$ cat config.mk
export PLATFORM = sky130hd
export DESIGN_NAME = terminal_line_editor
export DESIGN_NICKNAME = d
export VERILOG_FILES = /design/src/rtl/core/tle_pkg.sv /design/src/rtl/core/tle_cfg.sv /design/src/rtl/core/tle_line_mem.sv /design/src/rtl/core/tle_out_reg.sv /design/src/rtl/core/tle_seq.sv /design/src/rtl/core/terminal_line_editor.sv
export VERILOG_INCLUDE_DIRS = /design/src /design/src/rtl/core
export SDC_FILE = /design/constraint.sdc
export NUM_CORES = 1
export LEC_CHECK = 0
export BUFFER_PORTS_ARGS = -buffer_cell sky130_fd_sc_hd__buf_2
export CAP_MARGIN = 20
export CORE_ASPECT_RATIO = 1.1
export CORE_MARGIN = 3
export CORE_UTILIZATION = 35
export CTS_CLUSTER_DIAMETER = 120
export DETAILED_ROUTE_END_ITERATION = 8
export GPL_TIMING_DRIVEN = 0
export PLACE_DENSITY = 0.56
export SLEW_MARGIN = 10
export SYNTH_ARGS = -nofsm -noshare
export SYNTH_HDL_FRONTEND = slang
export SYNTH_SLANG_ARGS = --single-unit
$ cat constraint.sdc
create_clock -name aclk -period 7.75 [get_ports aclk]
set_input_delay 0 -clock aclk [delete_from_list [all_inputs] [get_ports aclk]]
set_output_delay 0 -clock aclk [all_outputs]
set_load 0.005 [all_outputs]
$ cat src/rtl/core/terminal_line_editor_assert.svh
// ----------------------------------------------------------------------------
// terminal line editor assertion macros
// shared property wrappers, clocked on aclk with synchronous active-low reset
// ----------------------------------------------------------------------------
`ifndef TERMINAL_LINE_EDITOR_ASSERT_SVH
`define TERMINAL_LINE_EDITOR_ASSERT_SVH

// same-cycle implication
`define TLE_ASSERT_SAME(label, ante, cons) \
    label: assert property (@(posedge aclk) disable iff (!aresetn) (ante) |-> (cons)) \
        else $error("terminal_line_editor: same-cycle check failed");

// next-cycle implication
`define TLE_ASSERT_NEXT(label, ante, cons) \
    label: assert property (@(posedge aclk) disable iff (!aresetn) (ante) |=> (cons)) \
        else $error("terminal_line_editor: next-cycle check failed");

`endif

$ cat src/rtl/core/tle_pkg.sv
// ----------------------------------------------------------------------------
// tle_pkg
// shared constants and types of the terminal line editor
// ----------------------------------------------------------------------------
package tle_pkg;

    localparam int LINE_DEPTH = 32;
    localparam int COUNT_W    = $clog2(LINE_DEPTH);
    localparam int CAP_W      = 6;
    localparam int ADDR_W     = 3;
    localparam int DATA_W     = 32;

    localparam logic [CAP_W-1:0] CAP_RESET    = CAP_W'(32);
    localparam logic             REG_LINE_CAP = 1'b0;

    typedef struct packed {
        logic       channel;
        logic [7:0] out_byte;
        logic       last;
    } res_t;

    typedef struct packed {
        logic               wr_en;
        logic               rd_en;
        logic [COUNT_W-1:0] addr;
        logic [7:0]         wr_data;
    } mem_req_t;

endpackage

$ cat src/rtl/core/tle_cfg.sv
// ----------------------------------------------------------------------------
// tle_cfg
// apb register port holding the line capacity
// ----------------------------------------------------------------------------
module tle_cfg (
    input  logic                        aclk,
    input  logic                        aresetn,
    input  logic                        psel,
    input  logic                        penable,
    input  logic                        pwrite,
    input  logic [tle_pkg::ADDR_W-1:0]  paddr,
    input  logic [tle_pkg::DATA_W-1:0]  pwdata,
    output logic [tle_pkg::DATA_W-1:0]  prdata,
    output logic                        pready,
    output logic [tle_pkg::CAP_W-1:0]   line_capacity
);
    import tle_pkg::*;

    logic [CAP_W-1:0] cap_reg;
    logic [CAP_W-1:0] cap_next;
    logic             wr_hit;

    assign pready = 1'b1;
    // register index is paddr[2]; low bits ignored
    assign wr_hit = psel && penable && pwrite && (paddr[2] == REG_LINE_CAP);

    always_comb begin
        cap_next = cap_reg;
        if (wr_hit) begin
            cap_next = pwdata[CAP_W-1:0];
        end
    end

    always_ff @(posedge aclk) begin
        if (!aresetn) begin
            cap_reg <= CAP_RESET;
        end else begin
            cap_reg <= cap_next;
        end
    end

    always_comb begin
        prdata = '0;
        if (paddr[2] == REG_LINE_CAP) begin
            prdata = DATA_W'(cap_reg);
        end
    end

    assign line_capacity = cap_reg;

endmodule

$ cat src/rtl/core/tle_line_mem.sv
// ----------------------------------------------------------------------------
// tle_line_mem
// line store: single-port synchronous ram with a registered read
// ----------------------------------------------------------------------------
module tle_line_mem (
    input  logic               aclk,
    input  tle_pkg::mem_req_t  mem_req,
    output logic [7:0]         rd_data
);
    import tle_pkg::*;

    logic [7:0] mem [LINE_DEPTH];
    logic [7:0] rd_data_reg;

    always_ff @(posedge aclk) begin
        if (mem_req.wr_en) begin
            mem[mem_req.addr] <= mem_req.wr_data;
        end
        if (mem_req.rd_en) begin
            rd_data_reg <= mem[mem_req.addr];
        end
    end

    assign rd_data = rd_data_reg;

endmodule

$ cat src/rtl/core/tle_out_reg.sv
// ----------------------------------------------------------------------------
// tle_out_reg
// one-entry output register between the sequencer and the result channel
// ----------------------------------------------------------------------------
module tle_out_reg (
    input  logic           aclk,
    input  logic           aresetn,
    input  logic           push,
    input  tle_pkg::res_t  push_data,
    output logic           out_free,
    output logic           m_valid,
    input  logic           m_ready,
    output logic           m_channel,
    output logic [7:0]     m_out_byte,
    output logic           m_last
);
    import tle_pkg::*;

    logic valid_reg;
    logic valid_next;
    res_t data_reg;

    assign out_free = !valid_reg || m_ready;

    always_comb begin
        valid_next = valid_reg;
        if (push) begin
            valid_next = 1'b1;
        end else if (m_ready) begin
            valid_next = 1'b0;
        end
    end

    always_ff @(posedge aclk) begin
        if (!aresetn) begin
            valid_reg <= 1'b0;
        end else begin
            valid_reg <= valid_next;
        end
    end

    always_ff @(posedge aclk) begin
        if (push) begin
            data_reg <= push_data;
        end
    end

    assign m_valid    = valid_reg;
    assign m_channel  = data_reg.channel;
    assign m_out_byte = data_reg.out_byte;
    assign m_last     = data_reg.last;

endmodule

$ cat src/rtl/core/tle_seq.sv
// ----------------------------------------------------------------------------
// tle_seq
// line-ending normalization, edit decode and result sequencing
// ----------------------------------------------------------------------------
module tle_seq (
    input  logic                       aclk,
    input  logic                       aresetn,
    input  logic                       s_valid,
    output logic                       s_ready,
    input  logic [7:0]                 s_rx_byte,
    input  logic [tle_pkg::CAP_W-1:0]  line_capacity,
    output tle_pkg::mem_req_t          mem_req,
    input  logic [7:0]                 rd_data,
    input  logic                       out_free,
    output logic                       push,
    output tle_pkg::res_t              push_data
);
    import tle_pkg::*;

    localparam logic [7:0] CH_BEL   = 8'h07;
    localparam logic [7:0] CH_BS    = 8'h08;
    localparam logic [7:0] CH_LF    = 8'h0A;
    localparam logic [7:0] CH_CR    = 8'h0D;
    localparam logic [7:0] CH_ESC   = 8'h1B;
    localparam logic [7:0] CH_SPACE = 8'h20;
    localparam logic [7:0] CH_DEL   = 8'h7F;

    localparam logic [2:0] ST_IDLE       = 3'd0;
    localparam logic [2:0] ST_ECHO       = 3'd1;
    localparam logic [2:0] ST_FLUSH_RD   = 3'd2;
    localparam logic [2:0] ST_FLUSH_DATA = 3'd3;
    localparam logic [2:0] ST_TERM       = 3'd4;

    localparam logic [1:0] K_CHAR    = 2'd0;
    localparam logic [1:0] K_BELL    = 2'd1;
    localparam logic [1:0] K_ERASE   = 2'd2;
    localparam logic [1:0] K_NEWLINE = 2'd3;

    logic [2:0]         state_reg,  state_next;
    logic               cr_reg,     cr_next;
    logic [COUNT_W-1:0] count_reg,  count_next;
    logic [COUNT_W-1:0] flen_reg,   flen_next;
    logic [COUNT_W-1:0] idx_reg,    idx_next;
    logic [1:0]         kind_reg,   kind_next;
    logic [1:0]         step_reg,   step_next;
    logic [7:0]         char_reg,   char_next;

    logic               accept;
    logic [7:0]         c;
    logic               drop;
    logic               cr_in;
    logic [CAP_W-1:0]   limit;
    logic [CAP_W:0]     cnt_plus;
    logic [COUNT_W:0]   idx_plus;
    logic [7:0]         echo_byte;
    logic               echo_done;

    assign s_ready = (state_reg == ST_IDLE);
    assign accept  = s_valid && s_ready;

    // cr becomes lf, lf right after cr is dropped, esc only clears the flag
    always_comb begin
        c     = s_rx_byte;
        drop  = 1'b0;
        cr_in = 1'b0;
        if (s_rx_byte == CH_CR) begin
            c     = CH_LF;
            cr_in = 1'b1;
        end else if (cr_reg && (s_rx_byte == CH_LF)) begin
            drop = 1'b1;
        end else if (s_rx_byte == CH_ESC) begin
            drop = 1'b1;
        end
    end

    assign limit    = (line_capacity > CAP_W'(LINE_DEPTH)) ? CAP_W'(LINE_DEPTH) : line_capacity;
    assign cnt_plus = (CAP_W+1)'(count_reg) + (CAP_W+1)'(1);
    assign idx_plus = (COUNT_W+1)'(idx_reg) + (COUNT_W+1)'(1);

    always_comb begin
        echo_byte = CH_BEL;
        echo_done = 1'b1;
        unique case (kind_reg)
            K_CHAR: begin
                echo_byte = char_reg;
            end
            K_BELL: begin
                echo_byte = CH_BEL;
            end
            K_ERASE: begin
                echo_byte = (step_reg == 2'd1) ? CH_SPACE : CH_BS;
                echo_done = (step_reg == 2'd2);
            end
            K_NEWLINE: begin
                echo_byte = (step_reg == 2'd0) ? CH_CR : CH_LF;
                echo_done = (step_reg == 2'd1);
            end
            default: begin
                echo_byte = CH_BEL;
            end
        endcase
    end

    always_comb begin
        state_next = state_reg;
        cr_next    = cr_reg;
        count_next = count_reg;
        flen_next  = flen_reg;
        idx_next   = idx_reg;
        kind_next  = kind_reg;
        step_next  = step_reg;
        char_next  = char_reg;
        mem_req    = '0;
        push       = 1'b0;
        push_data  = '0;

        unique case (state_reg)
            ST_IDLE: begin
                if (accept) begin
                    cr_next = cr_in;
                    if (!drop) begin
                        state_next = ST_ECHO;
                        step_next  = 2'd0;
                        char_next  = c;
                        if (c == CH_LF) begin
                            kind_next  = K_NEWLINE;
                            flen_next  = count_reg;
                            count_next = '0;
                        end else if ((c == CH_BS) || (c == CH_DEL)) begin
                            if (count_reg != '0) begin
                                kind_next  = K_ERASE;
                                count_next = count_reg - COUNT_W'(1);
                            end else begin
                                kind_next = K_BELL;
                            end
                        end else if (cnt_plus < (CAP_W+1)'(limit)) begin
                            kind_next       = K_CHAR;
                            mem_req.wr_en   = 1'b1;
                            mem_req.addr    = count_reg;
                            mem_req.wr_data = c;
                            count_next      = cnt_plus[COUNT_W-1:0];
                        end else begin
                            kind_next = K_BELL;
                        end
                    end
                end
            end
            ST_ECHO: begin
                if (out_free) begin
                    push               = 1'b1;
                    push_data.out_byte = echo_byte;
                    if (echo_done) begin
                        if (kind_reg != K_NEWLINE) begin
                            state_next = ST_IDLE;
                        end else if (flen_reg == '0) begin
                            state_next = ST_TERM;
                        end else begin
                            state_next = ST_FLUSH_RD;
                            idx_next   = '0;
                        end
                    end else begin
                        step_next = step_reg + 2'd1;
                    end
                end
            end
            ST_FLUSH_RD: begin
                mem_req.rd_en = 1'b1;
                mem_req.addr  = idx_reg;
                state_next    = ST_FLUSH_DATA;
            end
            ST_FLUSH_DATA: begin
                if (out_free) begin
                    push               = 1'b1;
                    push_data.channel  = 1'b1;
                    push_data.out_byte = rd_data;
                    if (idx_plus < (COUNT_W+1)'(flen_reg)) begin
                        idx_next   = idx_plus[COUNT_W-1:0];
                        state_next = ST_FLUSH_RD;
                    end else begin
                        state_next = ST_TERM;
                    end
                end
            end
            ST_TERM: begin
                if (out_free) begin
                    push              = 1'b1;
                    push_data.channel = 1'b1;
                    push_data.last    = 1'b1;
                    state_next        = ST_IDLE;
                end
            end
            default: begin
                state_next = ST_IDLE;
            end
        endcase
    end

    always_ff @(posedge aclk) begin
        if (!aresetn) begin
            state_reg <= ST_IDLE;
            cr_reg    <= 1'b0;
            count_reg <= '0;
        end else begin
            state_reg <= state_next;
            cr_reg    <= cr_next;
            count_reg <= count_next;
        end
    end

    always_ff @(posedge aclk) begin
        flen_reg <= flen_next;
        idx_reg  <= idx_next;
        kind_reg <= kind_next;
        step_reg <= step_next;
        char_reg <= char_next;
    end

endmodule

$ cat src/rtl/core/terminal_line_editor.sv
// ----------------------------------------------------------------------------
// terminal_line_editor
// canonical tty line editor: echo, erase, line store and line flush
//
//   channel   direction  handshake          payload
//   s_        in         s_valid/s_ready    s_rx_byte
//   m_        out        m_valid/m_ready    m_channel, m_out_byte, m_last
//   apb       in         psel/penable       line_capacity at byte address 0
//
// one transaction is taken at a time; the decode cycle also writes the stored byte
// echo items leave one per cycle while the output register is free (one to three per transaction)
// a line flush reads the ram once per stored byte, in a read state then a data state,
// as the single port's read is registered; one terminator follows on the line channel
// esc and an lf after cr give no result and s_ready stays high
// reset is synchronous; m_ready low holds the output register and stalls the flush
// ----------------------------------------------------------------------------
`include "terminal_line_editor_assert.svh"

module terminal_line_editor (
    input  logic                        aclk,
    input  logic                        aresetn,
    input  logic                        s_valid,
    output logic                        s_ready,
    input  logic [7:0]                  s_rx_byte,
    output logic                        m_valid,
    input  logic                        m_ready,
    output logic                        m_channel,
    output logic [7:0]                  m_out_byte,
    output logic                        m_last,
    input  logic                        psel,
    input  logic                        penable,
    input  logic                        pwrite,
    input  logic [tle_pkg::ADDR_W-1:0]  paddr,
    input  logic [tle_pkg::DATA_W-1:0]  pwdata,
    output logic [tle_pkg::DATA_W-1:0]  prdata,
    output logic                        pready
);
    import tle_pkg::*;

    logic [CAP_W-1:0] line_capacity;
    mem_req_t         mem_req;
    logic [7:0]       rd_data;
    logic             out_free;
    logic             push;
    res_t             push_data;
    logic [CAP_W:0]   wr_addr_inc;

    tle_cfg u_cfg (
        .aclk          (aclk),
        .aresetn       (aresetn),
        .psel          (psel),
        .penable       (penable),
        .pwrite        (pwrite),
        .paddr         (paddr),
        .pwdata        (pwdata),
        .prdata        (prdata),
        .pready        (pready),
        .line_capacity (line_capacity)
    );

    tle_line_mem u_mem (
        .aclk    (aclk),
        .mem_req (mem_req),
        .rd_data (rd_data)
    );

    tle_seq u_seq (
        .aclk          (aclk),
        .aresetn       (aresetn),
        .s_valid       (s_valid),
        .s_ready       (s_ready),
        .s_rx_byte     (s_rx_byte),
        .line_capacity (line_capacity),
        .mem_req       (mem_req),
        .rd_data       (rd_data),
        .out_free      (out_free),
        .push          (push),
        .push_data     (push_data)
    );

    tle_out_reg u_out (
        .aclk       (aclk),
        .aresetn    (aresetn),
        .push       (push),
        .push_data  (push_data),
        .out_free   (out_free),
        .m_valid    (m_valid),
        .m_ready    (m_ready),
        .m_channel  (m_channel),
        .m_out_byte (m_out_byte),
        .m_last     (m_last)
    );

    assign wr_addr_inc = (CAP_W+1)'(mem_req.addr) + (CAP_W+1)'(1);

    // ram writes happen only in the decode cycle of an accepted transaction
    `TLE_ASSERT_SAME(a_wr_on_accept, mem_req.wr_en, s_valid && s_ready)
    // no transaction is taken while the flush reads the line ram
    `TLE_ASSERT_SAME(a_rd_blocks_input, mem_req.rd_en, !s_ready)
    // a stored byte always stays below the capacity limit
    `TLE_ASSERT_SAME(a_wr_below_cap, mem_req.wr_en, wr_addr_inc < (CAP_W+1)'(line_capacity))
    // the terminator belongs to the line channel
    `TLE_ASSERT_SAME(a_last_on_line, m_valid && m_last, m_channel && (m_out_byte == 8'h00))

endmodule
After elaboration in Yosys (flattened, before gate mapping)
Memory sizes are Yosys's and may differ from the RTL's. A register that Yosys moved wholly into a read port is not among the register bits.
Cells that the tools add are included.
- bits in registers: 48
- RAM bits: 256
- input bits: 50
- output and inout port bits: 45
- logic and storage cells: 139
- memories: 1
- memories (name ; words ; width ; rd ports ; clocked after Yosys merged registers in ; write ports ; RTL line ; RTL):
    u_mem.mem ; 32 ; 8 ; 1 ; 1 ; 1 ; tle_line_mem.sv:12 ; logic [7:0] mem [LINE_DEPTH];
- $add $sub $neg: 4
- $lt $le $gt $ge: 3
- equality and inequality tests: 27
- mux-type cells: 64
- bitwise gates (word level): 2
- reduce and logical (&&, ||, !) cells: 25
- operators with widths (operator ; count):
    $mux W13 ; 5
    $mux W5 ; 10
    $eq A8 B4 Y1 const B ; 4
    $pmux W8 S4 ; 1
    $mux W3 ; 10
    $mux W8 ; 3
    $pmux W5 S2 ; 2
    $mux W1 ; 18
    $mux W6 ; 3
    $ne A2 B2 Y1 const B ; 9
    $pmux W8 S2 ; 1
    $pmux W3 S5 ; 1
    $add A5 B1 Y6 const B ; 2
    $mux W2 ; 6
    $reduce_and A5 Y1 ; 2
    $mux W9 ; 1
    $eq A8 B5 Y1 const B ; 1
    $eq A8 B7 Y1 const B ; 1
    $lt A7 B6 Y1 ; 1
    $reduce_and A7 Y1 ; 1
    $eq A2 B2 Y1 const B ; 3
    $eq A3 B2 Y1 const B ; 2
    $gt A6 B6 Y1 const B ; 1
    $lt A6 B5 Y1 ; 1
    24 further kinds ; 36

Depth between registers and ports, before layout
- word-level depth: 11
- gate-level depth with buffers: 16
- gate-level depth less buffers: 13

By module
Synthesis repeated with hierarchy kept, for this count alone.
- cell total of the unflattened synthesis: 918
- area, all modules: 13442.9 µm²
- by module, submodules not included (module ; instances ; cells an instance ; area an instance (µm²) ; sequential area each (µm²)):
    tle_line_mem ; 1 ; 576 ; 10281.1 ; 7927.6
    tle_seq ; 1 ; 266 ; 2294.7 ; 840.8
    tle_cfg ; 1 ; 62 ; 518.0 ; 120.1
    tle_out_reg ; 1 ; 14 ; 349.1 ; 320.3

Least setup slack after synthesis
OpenSTA, ideal clock, no wires.
- path type: reg-to-reg
- from: register u_seq.count_reg[1]
- to: register u_mem.rd_data_reg[1], in the netlist u_mem.rd_data[1] (read register of u_mem.mem), data pin
- library setup time: 0.272 ns
- arrival time: 3.499 ns
- data required time: 7.478 ns
- slack: 3.979 ns
- cell stages (with the launch flop): 17
- buffers on the path: 3
- period minus slack after synthesis: 3.771 ns
- cell sequence: dfxtp_1 > ha_1 > nand3_1 > xnor2_1 > ha_1 > a211oi_1 > o21ai_0 > a31oi_1 > and3_1 > buf_6 > a21oi_2 > buf_6 > buf_6 > mux2_1 > a222oi_1 > o22ai_1 > or4_1
- word-level cells in the longest chain between the ends: 8
- RTL lines (item ; RTL line ; RTL):
    from (decl) ; tle_seq.sv:41 ; logic [COUNT_W-1:0] count_reg, count_next;
    from (signal assigned) ; tle_seq.sv:206 ; count_reg <= count_next;
    $add A5 B1 Y6 ; tle_seq.sv:77 ; assign cnt_plus = (CAP_W+1)'(count_reg) + (CAP_W+1)'(1);
    $lt A7 B6 Y1 ; tle_seq.sv:136 ; end else if (cnt_plus < (CAP_W+1)'(limit)) begin
    $mux W13 (*) ; tle_seq.sv:136 ;
    $mux W13 (*) ; tle_seq.sv:129 ; end else if ((c == CH_BS) || (c == CH_DEL)) begin
    $mux W13 (*) ; tle_seq.sv:125 ; if (c == CH_LF) begin
    $mux W13 (*) ; tle_seq.sv:121 ; if (!drop) begin
    $mux W13 (*) ; tle_seq.sv:119 ; if (accept) begin
    $pmux W5 S2 (*) ; tle_seq.sv:117 ; unique case (state_reg)
    to (decl) ; tle_line_mem.sv:13 ; logic [7:0] rd_data_reg;
Mark *: on every way between the ends. The rest lies on a longest branch, timed or not.
A chain may end at the register's enable or synchronous reset.

Final worst setup path
- from: register u_seq.count_reg[2]
- to: register u_mem.rd_data_reg[3], in the netlist u_mem.rd_data[3] (read register of u_mem.mem), data pin
Same word-level chain as after synthesis.

==> results.rst <==
.. list-table::
   :header-rows: 1

   * - Metric
     - Value
   * - Highest clock rate
     - 195 MHz
   * - Die outline area
     - 39,800 um^2
   * - Post-CTS resize count
     - 0
   * - Via count of the first global-routing pass
     - 7,897
   * - Tot Pwr
     - 3.59 mW
   * - Placer's final routability congestion estimate
     - 0.906
   * - Bufs on Longest Clock Path
     - 3
   * - Antenna diode instance count
     - 0
   * - Total routed wirelength
     - 34,400 um
   * - Data required time at the worst endpoint
     - 8050 ps
   * - Outcome
     - finished, final reports clean
   * - Worst slew slack as a fraction of its limit
     - 0.322
   * - RSZ-0062 raised after global routing
     - false
   * - Level count of the clock H-tree
     - 1
   * - Final Setup Violations
     - 0
   * - Number of synthesized flops with an enable pin
     - 296
   * - DP HPWL
     - 23,200 um
   * - CTS buffer count
     - 31
   * - Number of vias per cell after detailed routing
     - 5.38
   * - Clock latency on the worst-skew pair
     - 570 ps
   * - Skew final
     - 16.2 ps
   * - Average size of a mapped cell
     - 15.2 um^2
   * - First-pass GRT wire length
     - 50,700 um
   * - Worst Path Class, Setup
     - reg2reg
   * - Number of endpoints with negative hold slack in the final report
     - 0
   * - Number of fillers in the final layout
     - 3,357
   * - Final period utilization
     - 0.662
   * - Share of post-route cells with drive strength above 1
     - 0.192
   * - Final slew viol count
     - 0
   * - Pin count of the biggest net entering global routing
     - 33
   * - Horizontal extent of the die
     - 190 um
   * - Initial cell density of the core
     - 0.359
   * - Synthesized instance count
     - 863
   * - Portion of the post-synthesis area used by sequential elements
     - 0.703
   * - Transition time at the pin with the least slew margin
     - 1020 ps
   * - Post-Syn Area
     - 13,100 um^2
   * - Count of standard-cell rows
     - 73
   * - Clock period minus final worst setup slack
     - 5130 ps
   * - Clock root buffer
     - sky130_fd_sc_hd__clkbuf_16
   * - Count of cell types in the netlist
     - 60
   * - Mean routed wirelength per cell
     - 23.0 um
   * - Number of DRC violations after detailed routing
     - 0
   * - Total number of nets in the final design
     - 1,051
   * - Setup TNS
     - 0 ps
   * - Worst min path class
     - in2reg
   * - Startpoint types
     - register
   * - Core outline area
     - 36,500 um^2
   * - Sink count of the clock tree
     - 312
   * - Die height
     - 209 um
   * - First-pass iteration count of the detailed router
     - 7
   * - GRT overflow
     - 0
   * - Overall routing resource usage
     - 0.170
   * - Final cell utilization of the core
     - 0.418
   * - Number of port buffers
     - 39
   * - Clock-pin slew on the worst setup and hold paths
     - 60 ps
   * - Biggest register
     - u_mem.mem
   * - Signed area change from the synthesized netlist to the final layout
     - 16.6%
   * - Detail Route Antenna Nets
     - 0
   * - Flip-flop cell with the highest count after synthesis
     - sky130_fd_sc_hd__edfxtp_1
   * - DRC marker count from the first detailed-route iteration
     - 1,033
   * - Via count of the routed design
     - 8,051
   * - Total number of yosys warnings
     - 0
   * - Leakage power
     - 5.36 nW
   * - Critical Path AT
     - 5430 ps
   * - Power density cells
     - 235 nW/um^2
   * - Initial antenna violation count
     - 0
   * - Flip-flop and latch count after synthesis
     - 312
   * - Maximum ir drop on the vdd rail
     - 166 uV
   * - Crit end category
     - register
   * - Share of flip-flops with an asynchronous set or reset
     - 0
   * - Critical-path maximum fanout
     - 10
   * - TritonCTS clock tree
     - yes
   * - Max-cap check violation count
     - 0
   * - Number of flip-flops under the largest register name
     - 256
   * - Count of boundary I/O pins
     - 95
## cells by family after synthesis
family | after synthesis | synth area share
compound gates | 172 | 0.102
xor+xnor | 7 | 0.00468
fa+ha+maj | 15 | 0.0143
buf+inv | 96 | 0.0399
flops | 312 | 0.703
mux | 73 | 0.0614
other cells | 2 | 0.000573
simple gates | 186 | 0.0740
## per-layer routing
metal  up-vias  GRT usage  part of all wire
met5         -          0                 0
met3        75     0.0297             0.075
met1      3987      0.221              0.41
met2       347      0.285              0.48
met4         0     0.0668             0.040
li1       3642          -                 -
## per-stage QoR
| step | hold slack [ps] | setup WS, ps | cell area, um^2 | instances |
|---|---|---|---|---|
| 3_3_place_gp | 251 | 2660 | 14000 | 1414 |
| 2_1_floorplan | 26.9 | 3980 | 13200 | 888 |
| 4_1_cts | 95.4 | 2670 | 15200 | 1494 |
| 6_report | 89.0 | 2620 | 15300 | 1496 |
| 5_1_grt | 161 | 2280 | 15300 | 1496 |
| 3_5_place_dp | 250 | 2690 | 14100 | 1418 |
## critical path, stage by stage, from the launching register on
cell and delay (ps):
sky130_fd_sc_hd__dfxtp_1 440, sky130_fd_sc_hd__clkbuf_1 380, sky130_fd_sc_hd__and3_1 280, sky130_fd_sc_hd__xor2_1 190, sky130_fd_sc_hd__ha_1 250, sky130_fd_sc_hd__o21ai_0 160
sky130_fd_sc_hd__nand2b_1 90, sky130_fd_sc_hd__a31oi_1 310, sky130_fd_sc_hd__and3_1 230, sky130_fd_sc_hd__buf_6 130, sky130_fd_sc_hd__a221oi_1 100, sky130_fd_sc_hd__clkbuf_1 310
sky130_fd_sc_hd__clkbuf_1 420, sky130_fd_sc_hd__a222oi_1 670, sky130_fd_sc_hd__o22ai_1 270, sky130_fd_sc_hd__or4_1 610
## repair_timing
action	CTS	global route
endpoints found under the hold margin	26	0
setup buffers	0	0
hold buffers	20	0
## cell usage after synthesis, types with 14 or more instances
cell type,number,share of area
sky130_fd_sc_hd__a21oi_1,16,0.0061
sky130_fd_sc_hd__nor2_1,55,0.016
sky130_fd_sc_hd__a222oi_1,56,0.043
sky130_fd_sc_hd__dfxtp_1,16,0.024
sky130_fd_sc_hd__buf_4,27,0.015
sky130_fd_sc_hd__mux2i_1,14,0.011
sky130_fd_sc_hd__ha_1,15,0.014
sky130_fd_sc_hd__nor2b_1,20,0.0096
sky130_fd_sc_hd__and2_1,17,0.0081
sky130_fd_sc_hd__o22ai_1,28,0.013
sky130_fd_sc_hd__edfxtp_1,296,0.68
sky130_fd_sc_hd__nand2_1,31,0.0089
sky130_fd_sc_hd__mux2_2,47,0.040
sky130_fd_sc_hd__o21ai_0,22,0.0084
sky130_fd_sc_hd__clkbuf_1,36,0.010
## final cells by class
| cell class | instances | area, um^2 | area share |
|---|---|---|---|
| inverters | 14 | 52.6 | 0.00344 |
| plain buffers | 82 | 470 | 0.0308 |
| flip-flops and latches | 312 | 9210 | 0.603 |
| repair buffers | 65 | 515 | 0.0338 |
| well taps | 487 | 609 | 0.0399 |
| multi-input cells | 480 | 3470 | 0.227 |
| clock buffers | 33 | 783 | 0.0513 |
| clock inverters | 23 | 165 | 0.0108 |
## report_power, final
group	leakage (nW)	internal, mW	switching [mW]
clock	0.465	0.792	0.622
combinational	2.03	0.0961	0.185
sequential	2.87	1.88	0.00954
total	5.36	2.77	0.816
## path summary, 6_finish.rpt
path	slack, ps	start	end	cells after the start
max	2620	u_seq.count_reg[2]$_SDFFE_PN0P_	u_mem.rd_data[3]$_DFFE_PN_	15
min	90	pwrite	u_cfg.line_capacity[5]$_SDFFE_PN1P_	4
max reg2reg	2620	u_seq.count_reg[2]$_SDFFE_PN0P_	u_mem.rd_data[3]$_DFFE_PN_	15
min reg2reg	430	u_seq.count_reg[3]$_SDFFE_PN0P_	u_seq.flen_reg[3]$_DFFE_PP_	0
## layout by cell type (no fill, tap or decap), types with 4 or more instances in the layout
master,Yosys,layout
sky130_fd_sc_hd__or4_1,8,8
sky130_fd_sc_hd__a22oi_1,8,8
sky130_fd_sc_hd__o21a_1,5,5
sky130_fd_sc_hd__a21oi_1,16,16
sky130_fd_sc_hd__clkbuf_1,36,38
sky130_fd_sc_hd__clkinv_1,0,10
sky130_fd_sc_hd__buf_6,6,6
sky130_fd_sc_hd__nand2_1,31,31
sky130_fd_sc_hd__mux2_2,47,47
sky130_fd_sc_hd__a21boi_0,4,4
sky130_fd_sc_hd__o211ai_1,6,6
sky130_fd_sc_hd__a222oi_1,56,56
sky130_fd_sc_hd__inv_1,13,13
sky130_fd_sc_hd__a221oi_1,7,7
sky130_fd_sc_hd__nand3_1,11,11
sky130_fd_sc_hd__edfxtp_1,296,296
sky130_fd_sc_hd__clkinv_2,0,7
sky130_fd_sc_hd__ha_1,15,15
sky130_fd_sc_hd__conb_1,2,27
sky130_fd_sc_hd__buf_4,27,28
sky130_fd_sc_hd__clkbuf_16,0,31
sky130_fd_sc_hd__buf_2,13,52
sky130_fd_sc_hd__dlygate4sd3_1,0,20
sky130_fd_sc_hd__nand2b_1,5,5
sky130_fd_sc_hd__dfxtp_1,16,16
sky130_fd_sc_hd__nor3_1,12,12
sky130_fd_sc_hd__and3_1,8,8
sky130_fd_sc_hd__and2_1,17,14
sky130_fd_sc_hd__o21ai_0,22,22
sky130_fd_sc_hd__mux2_1,12,12
sky130_fd_sc_hd__a211oi_1,4,4
sky130_fd_sc_hd__nor2b_1,20,20
sky130_fd_sc_hd__nor2_1,55,55
sky130_fd_sc_hd__o22ai_1,28,28
sky130_fd_sc_hd__mux2i_1,14,14
sky130_fd_sc_hd__xor2_1,5,5
Power figures use the tool's default switching activity.
